`src/iq_nco_mixer_level_tracker_defines.svh`:
```
// ----------------------------------------------------------------------------
// IQ NCO mixer level tracker - assertion macros
// Shared concurrent assertion forms used by the RTL modules of the block.
// ----------------------------------------------------------------------------
`ifndef IQ_NCO_MIXER_LEVEL_TRACKER_DEFINES_SVH
`define IQ_NCO_MIXER_LEVEL_TRACKER_DEFINES_SVH

// A property that must hold at every clock edge outside reset.
`define IQMIX_ASSERT_ALWAYS(label, clk, rst_n, prop, msg) \
    label: assert property (@(posedge clk) disable iff (!rst_n) (prop)) \
        else $error(msg);

// When the antecedent holds, the consequent holds in the same cycle.
`define IQMIX_ASSERT_IMPL(label, clk, rst_n, ante, cons, msg) \
    label: assert property (@(posedge clk) disable iff (!rst_n) (ante) |-> (cons)) \
        else $error(msg);

// When the antecedent holds, the consequent holds in the next cycle.
`define IQMIX_ASSERT_NEXT(label, clk, rst_n, ante, cons, msg) \
    label: assert property (@(posedge clk) disable iff (!rst_n) (ante) |=> (cons)) \
        else $error(msg);

`endif

```
`src/iqmix_pkg.sv`:
```
// ----------------------------------------------------------------------------
// iqmix_pkg
// Constants, types and the oscillator table function of the IQ NCO mixer.
// ----------------------------------------------------------------------------
`default_nettype none

package iqmix_pkg;

    // Oscillator phase wraps at this modulus.
    localparam int unsigned PHASE_MODULUS = 2048000;
    localparam int unsigned PHASE_W       = $clog2(PHASE_MODULUS);

    // The cosine/sine table has 2^TABLE_BITS steps per turn.
    localparam int unsigned TABLE_BITS = 12;
    localparam int unsigned QUART_BITS = TABLE_BITS - 2;
    localparam int unsigned QUARTER    = 1 << QUART_BITS;

    // Index computation: floor(phase * 2^TABLE_BITS / PHASE_MODULUS) through a
    // reciprocal that underestimates by less than one, then one correction.
    localparam int unsigned IDX_SHIFT = 32;
    localparam logic [31:0] IDX_RECIP =
        32'((64'd1 << (IDX_SHIFT + TABLE_BITS)) / PHASE_MODULUS);

    // 2*pi in Q.30 and the number of Taylor terms after the first, used for the table.
    localparam logic [63:0] TWO_PI_Q30   = 64'd6746518852;
    localparam int unsigned TAYLOR_TERMS = 12;

    // Field widths.
    localparam int unsigned BYTE_W   = 8;
    localparam int unsigned FREQ_W   = 22;
    localparam int unsigned OSC_W    = 16;
    localparam int unsigned MIX_W    = 24;
    localparam int unsigned MAG_W    = 23;
    localparam int unsigned GAIN_W   = 24;
    localparam int unsigned LEVEL_W  = 48;
    localparam int unsigned LEVEL_FR = 24;

    localparam logic [GAIN_W-1:0] GAIN_RESET = GAIN_W'(168);
    localparam logic [MAG_W-1:0]  MAG_MAX    = {MAG_W{1'b1}};

    // Queue between the front and back parts.
    localparam int unsigned QUEUE_DEPTH = 2;

    // One item after the front part: recentred samples and the new phase.
    typedef struct packed {
        logic signed [BYTE_W-1:0] a;
        logic signed [BYTE_W-1:0] b;
        logic [PHASE_W-1:0]       phase;
    } t_item;

    typedef struct packed {
        logic full;
        logic empty;
    } t_queue_status;

    // Q.30 to Q.15 with negative values clamped to zero, half-up rounding and
    // saturation at the largest positive Q1.15 value.
    function automatic logic [OSC_W-1:0] q30_to_q15(input logic signed [63:0] v);
        logic signed [63:0] clamped;
        logic signed [63:0] rounded;
        clamped = (v < 64'sd0) ? 64'sd0 : v;
        rounded = (clamped + 64'sd16384) >>> 15;
        if (rounded > 64'sd32767) begin
            rounded = 64'sd32767;
        end
        return rounded[OSC_W-1:0];
    endfunction

    // First-quadrant cosine and sine for table step r, evaluated at
    // elaboration. Returns {cos, sin}, each Q1.15.
    function automatic logic [2*OSC_W-1:0] osc_entry(input logic [QUART_BITS-1:0] r);
        logic [63:0] x;
        logic [63:0] x2;
        logic [63:0] tc;
        logic [63:0] ts;
        logic [63:0] pc;
        logic [63:0] ps;
        logic signed [63:0] sc;
        logic signed [63:0] ss;
        x  = ((64'(r) * TWO_PI_Q30) + (64'd1 << (TABLE_BITS - 1))) >> TABLE_BITS;
        x2 = (x * x) >> 30;
        tc = 64'd1 << 30;
        ts = x;
        sc = $signed(tc);
        ss = $signed(ts);
        for (int k = 1; k <= TAYLOR_TERMS; k++) begin
            pc = (tc * x2) >> 30;
            ps = (ts * x2) >> 30;
            case (k)
                1:       begin tc = pc / 2;   ts = ps / 6;   end
                2:       begin tc = pc / 12;  ts = ps / 20;  end
                3:       begin tc = pc / 30;  ts = ps / 42;  end
                4:       begin tc = pc / 56;  ts = ps / 72;  end
                5:       begin tc = pc / 90;  ts = ps / 110; end
                6:       begin tc = pc / 132; ts = ps / 156; end
                7:       begin tc = pc / 182; ts = ps / 210; end
                8:       begin tc = pc / 240; ts = ps / 272; end
                9:       begin tc = pc / 306; ts = ps / 342; end
                10:      begin tc = pc / 380; ts = ps / 420; end
                11:      begin tc = pc / 462; ts = ps / 506; end
                default: begin tc = pc / 552; ts = ps / 600; end
            endcase
            if (k[0]) begin
                sc = sc - $signed(tc);
                ss = ss - $signed(ts);
            end else begin
                sc = sc + $signed(tc);
                ss = ss + $signed(ts);
            end
        end
        return {q30_to_q15(sc), q30_to_q15(ss)};
    endfunction

endpackage

`default_nettype wire

```
`src/iqmix_queue.sv`:
```
// ----------------------------------------------------------------------------
// iqmix_queue
// Short register queue that decouples the front part from the back part.
// ----------------------------------------------------------------------------
`default_nettype none
`include "iq_nco_mixer_level_tracker_defines.svh"

module iqmix_queue (
    input  logic                     i_clk,
    input  logic                     i_rst_n,
    input  logic                     i_push,
    input  iqmix_pkg::t_item         i_push_item,
    input  logic                     i_pop,
    output iqmix_pkg::t_queue_status o_status,
    output iqmix_pkg::t_item         o_head
);

    localparam int unsigned DEPTH = iqmix_pkg::QUEUE_DEPTH;
    localparam int unsigned PTR_W = (DEPTH > 1) ? $clog2(DEPTH) : 1;
    localparam int unsigned CNT_W = $clog2(DEPTH + 1);

    iqmix_pkg::t_item r_mem [DEPTH];
    logic [PTR_W-1:0] r_wr_ptr;
    logic [PTR_W-1:0] r_rd_ptr;
    logic [CNT_W-1:0] r_count;

    assign o_status.full  = (r_count == CNT_W'(DEPTH));
    assign o_status.empty = (r_count == '0);
    assign o_head         = r_mem[r_rd_ptr];

    always_ff @(posedge i_clk) begin
        if (i_push) begin
            r_mem[r_wr_ptr] <= i_push_item;
        end
    end

    always_ff @(posedge i_clk) begin
        if (!i_rst_n) begin
            r_wr_ptr <= '0;
            r_rd_ptr <= '0;
            r_count  <= '0;
        end else begin
            if (i_push) begin
                r_wr_ptr <= (r_wr_ptr == PTR_W'(DEPTH - 1)) ? '0 : r_wr_ptr + 1'b1;
            end
            if (i_pop) begin
                r_rd_ptr <= (r_rd_ptr == PTR_W'(DEPTH - 1)) ? '0 : r_rd_ptr + 1'b1;
            end
            if (i_push && !i_pop) begin
                r_count <= r_count + 1'b1;
            end else if (i_pop && !i_push) begin
                r_count <= r_count - 1'b1;
            end
        end
    end

    `IQMIX_ASSERT_ALWAYS(a_count_bound, i_clk, i_rst_n, r_count <= CNT_W'(DEPTH), "queue count above depth")
    `IQMIX_ASSERT_IMPL(a_pop_nonempty, i_clk, i_rst_n, i_pop, r_count != '0, "pop from an empty queue")
    `IQMIX_ASSERT_IMPL(a_push_room, i_clk, i_rst_n, i_push && !i_pop, r_count != CNT_W'(DEPTH), "push into a full queue")

endmodule

`default_nettype wire

```
`config.mk`:
```
export PLATFORM = sky130hd
export DESIGN_NAME = iqmix_queue
export DESIGN_NICKNAME = d
export VERILOG_FILES = /design/src/iqmix_pkg.sv /design/src/iqmix_queue.sv
export VERILOG_INCLUDE_DIRS = /design/src /design/src/src
export SDC_FILE = /design/constraint.sdc
export NUM_CORES = 1
export LEC_CHECK = 0
export ABC_AREA = 1
export CAP_MARGIN = 10
export CORE_MARGIN = 10
export CORE_UTILIZATION = 50
export CTS_BUF_LIST = sky130_fd_sc_hd__clkbuf_8
export CTS_CLUSTER_DIAMETER = 40
export DETAILED_ROUTE_END_ITERATION = 8
export DONT_BUFFER_PORTS = 1
export SYNTH_ARGS = -nofsm -noshare
export SYNTH_HDL_FRONTEND = slang
export SYNTH_SLANG_ARGS = --single-unit
export TNS_END_PERCENT = 20
```
`constraint.sdc`:
```
create_clock -name i_clk -period 2.9 [get_ports i_clk]
set_clock_uncertainty 0.2 [all_clocks]
set_input_delay 0.435 -clock i_clk [delete_from_list [all_inputs] [get_ports i_clk]]
set_output_delay 0.435 -clock i_clk [all_outputs]
set_load 0.05 [all_outputs]
```
Word-level counts from Yosys, hierarchy flattened --
Memories as Yosys holds them, arrays and structs flattened. A register that Yosys moved wholly into a read port is not among the register bits. Cells that the tools add are included.
Operators by class: add/sub/neg operators 4, equal/unequal tests 1, multiplexer cells 8, reductions and logical operators 6
Operators by type and width (count):
- $mux W1 | 6
- $mux W2 | 2
- $add A1 B1 Y1 const B | 2
- $add A2 B1 Y2 const B | 1
- $eq A2 B2 Y1 const B | 1
- $logic_and A1 B1 Y1 | 2
- $logic_not A1 Y1 | 2
- $logic_not A2 Y1 | 1
- $reduce_bool A2 Y1 | 1
- $sub A2 B1 Y2 const B | 1
Word-level totals: flip-flop bits (word level) 4, bits in writable memories 74, output and inout bits 39, logic and storage cells 23, memories kept 1
Memories:
- r_mem | words 2, bits a word 37, read ports 1, clocked after Yosys merged registers in 1, write ports 1, RTL line iqmix_queue.sv:22 | iqmix_pkg::t_item r_mem [DEPTH];

Longest topological paths before layout --
depth in word-level cells 4, gate-level depth with buffers 8, depth with buffers taken out 8

Least setup slack after synthesis --
Ideal clock, no wire load.
kind input port to flip-flop, from in i_push, to mem r_mem[0][0] (netlist bit), enable pin, library setup time 432 ps, data arrival time 2033 ps, data required time 2268 ps, path slack 235 ps, cell stages on the path 2, path through inv_1 nor2_1
On the way: longest elaborated chain between the ends 2
RTL lines:
- start, declared | RTL line iqmix_queue.sv:11 | input logic i_push,
- $mux W1 | RTL line iqmix_queue.sv:32 | if (i_push) begin
- $mux W1 (not written as such) | RTL line iqmix_queue.sv:33 | r_mem[r_wr_ptr] <= i_push_item;
- end, declared | RTL line iqmix_queue.sv:22
No other way between the ends.

==> impl_metrics.toml <==
[setup_path]
cp_max_fo = 22
reg2reg_from = "r_wr_ptr"
worst-setup-path-type = "reg -> out"
endpoint = "o_head[24]"
cp.required_ps = 2270
rr_worst_depth = 3
r2r_slack_ps = 1130
worst_setup_path_end_kind = "output pin"
startpoint_type = "register"
critical_path_arrival_ps = 1770
r2r_end = "r_mem[1][11]"

[synthesis]
synthMuxAreaShare_pct = 17.35
synth_xor_area_share_pct = 0
yosys.area_share.simple_pct = 2.461
yosys.area.top_type = "edfxtp_1"
synth_cells = 150
synth_top_family_by_area = "multiplexers"
avgSynthCellArea_sq_um = 20.34
syn_nets = 192
synth_seq_cells = 79
ys.warnings.count = 0
seq_area_frac_synth_pct = 76.13
synth_compound_area_share_pct = 0.3281
synth_top_area_share_pct = 72.85
netlist_area_sq_um = 3050
ys_top_cells_by_area = "edfxtp_1, mux2_4, dfxtp_1, mux2_2, buf_12"
synth_cell_types = 14
synthAdderAreaFrac_pct = 0.4102

[clocking]
cts_setup_buffers = 0
cts_tree = "built"
clk_pin_slew_worst_paths_ps = 70
post_cts_resized = 0
cts_max_level = 3
numCtsBuffers = 9
root_buffer = "clkbuf_8"
cts_max_path_buffers = 2
cts_hold_buffers = 37
clk_latency_ps = 330
clkSinkCount = 79

[global_route]
grt_usage_pct = 10.62
grt_pass1_wl_microns = 7907
grt_pass1_vias = 1535
grt_max_degree = 23
antenna_found_initial = 1
overflow = 0

[floorplanning]
start_util_pct = 51.52
die-area_sq_um = 9625
core_area_sq_um = 5921
die_w_microns = 98.11
rows = 28
fp.dieH_microns = 98.11
ios = 80

[route]
wl_per_cell_microns = 18.85
drc_errors = 0
drtAntennaViolNets = 0
wl_microns = 5240
first_iter_violations = 63
dr.pass1.iters = 4
routed-via-count = 1393
vias_per_cell = 5.011

[sta]
rsz0062_at_grt = "no"
worst_slew_pin_slew_ps = 901.5
finalCriticalPeriod_ps = 2404
fmaxAchievable_mhz = 416.0
hold_viol_final = 0
finalSetupTns_ps = 0
slew_headroom_pct = 39.68
setup_viol_count_final = 0
min_period_over_period_pct = 82.89
finalWorstSetupSlack_ps = 496.2
hold_slack_ps = 26.32
drv_slew = 0

[finish]
drive_gt1_share_pct = 27.72
stdcell_count = 278
area_growth_pct = 19.93
layout_common_cells = "edfxtp_1, dlygate4sd3_1, mux2_4, inv_1, clkbuf_8"
final_cell_area_sq_um = 3659
layout_commonest_cell = "edfxtp_1"
final_nets = 239

[placed_design]
post_dp_cell_area_sq_um = 3129
place.gp.congestion = 0.6521
hpwl_microns = 3747
post-place-ws_ps = 833.2
place_inst = 224
portBuffers = 0

[status]
status = "finished, final reports clean"

[power_and_ir_drop]
power_density_nw_per_um2 = 649.7
power_leakage_nw = 1.355
peakVddDrop_v = 0.0003720

[hold_path]
hp-class = "in -> reg"

[job]
cap_violations = 0
## metrics by stage
step	utilization, %	total power [mW]
2_1_floorplan	-	1.689
6_report	61.79	2.377
3_5_place_dp	52.85	1.721
3_3_place_gp	52.85	1.713
5_1_grt	61.79	2.466
4_1_cts	61.75	2.408
## synth_stat cells
| master | instances |
|---|---|
| a21oi_1 | 1 |
| nand4_1 | 1 |
| buf_6 | 1 |
| mux2_2 | 7 |
| inv_1 | 8 |
| buf_12 | 3 |
| dfxtp_1 | 5 |
| nand2_1 | 8 |
| o21ai_0 | 1 |
| mux2_4 | 30 |
| ha_1 | 1 |
| edfxtp_1 | 74 |
| nor2_1 | 9 |
| nand3_1 | 1 |
## sequential cells by signal, indices dropped and copies added, names as in the netlist, named ones only
name and flops:
r_count 2, r_rd_ptr 1, r_wr_ptr 1, r_mem 74
## power breakdown
group          leakage (nW)  total (mW)  internal, mW  switching (mW)
clock network        0.0949       0.641         0.297           0.345
registers             0.736        1.34          1.32          0.0265
logic                 0.523       0.394         0.125           0.268
total                  1.35        2.38          1.74           0.640
## layer usage
layer  routed length, microns  GRT usage, %
met1                     1844         9.904
met2                     2739         17.87
met3                      577         5.779
met4                       78         6.488
met5                        0             0
## critical path, cell delays in order (launching register included)
cell	delay, ps
dfxtp_2	670
buf_12	270
mux2_2	480
## kinds of logic (layout without fill, tap and decap cells)
kind of cell | count (synthesis) | in the layout
compound gates | 2 | 2
buf+inv | 12 | 64
flops | 79 | 79
fa+ha+maj | 1 | 1
other cells | 0 | 1
simple gates | 19 | 19
mux | 37 | 37
## area by class of cell
class	count	area, sq um
tap	75	93.84
sequential	79	2323
clock inverter	7	32.53
timing repair buffer	40	417.9
multi-input combinational	59	634.4
fill	446	2262
inverter	8	30.03
clock buffer	9	123.9
antenna	1	2.502
## worst min path at each step
stage | startpoint | to | slack, ps | cells after the start
final | i_rst_n | r_wr_ptr | 30 | 2
after global routing | i_push | r_wr_ptr | 30 | 2
after CTS | i_rst_n | r_wr_ptr | 10 | 2
after detailed placement | r_rd_ptr | r_rd_ptr | 300 | 2
after global placement | r_rd_ptr | r_rd_ptr | 280 | 2
after floorplan | r_rd_ptr | register | 260 | 2
No activity file was read; power rests on OpenSTA's default activity.
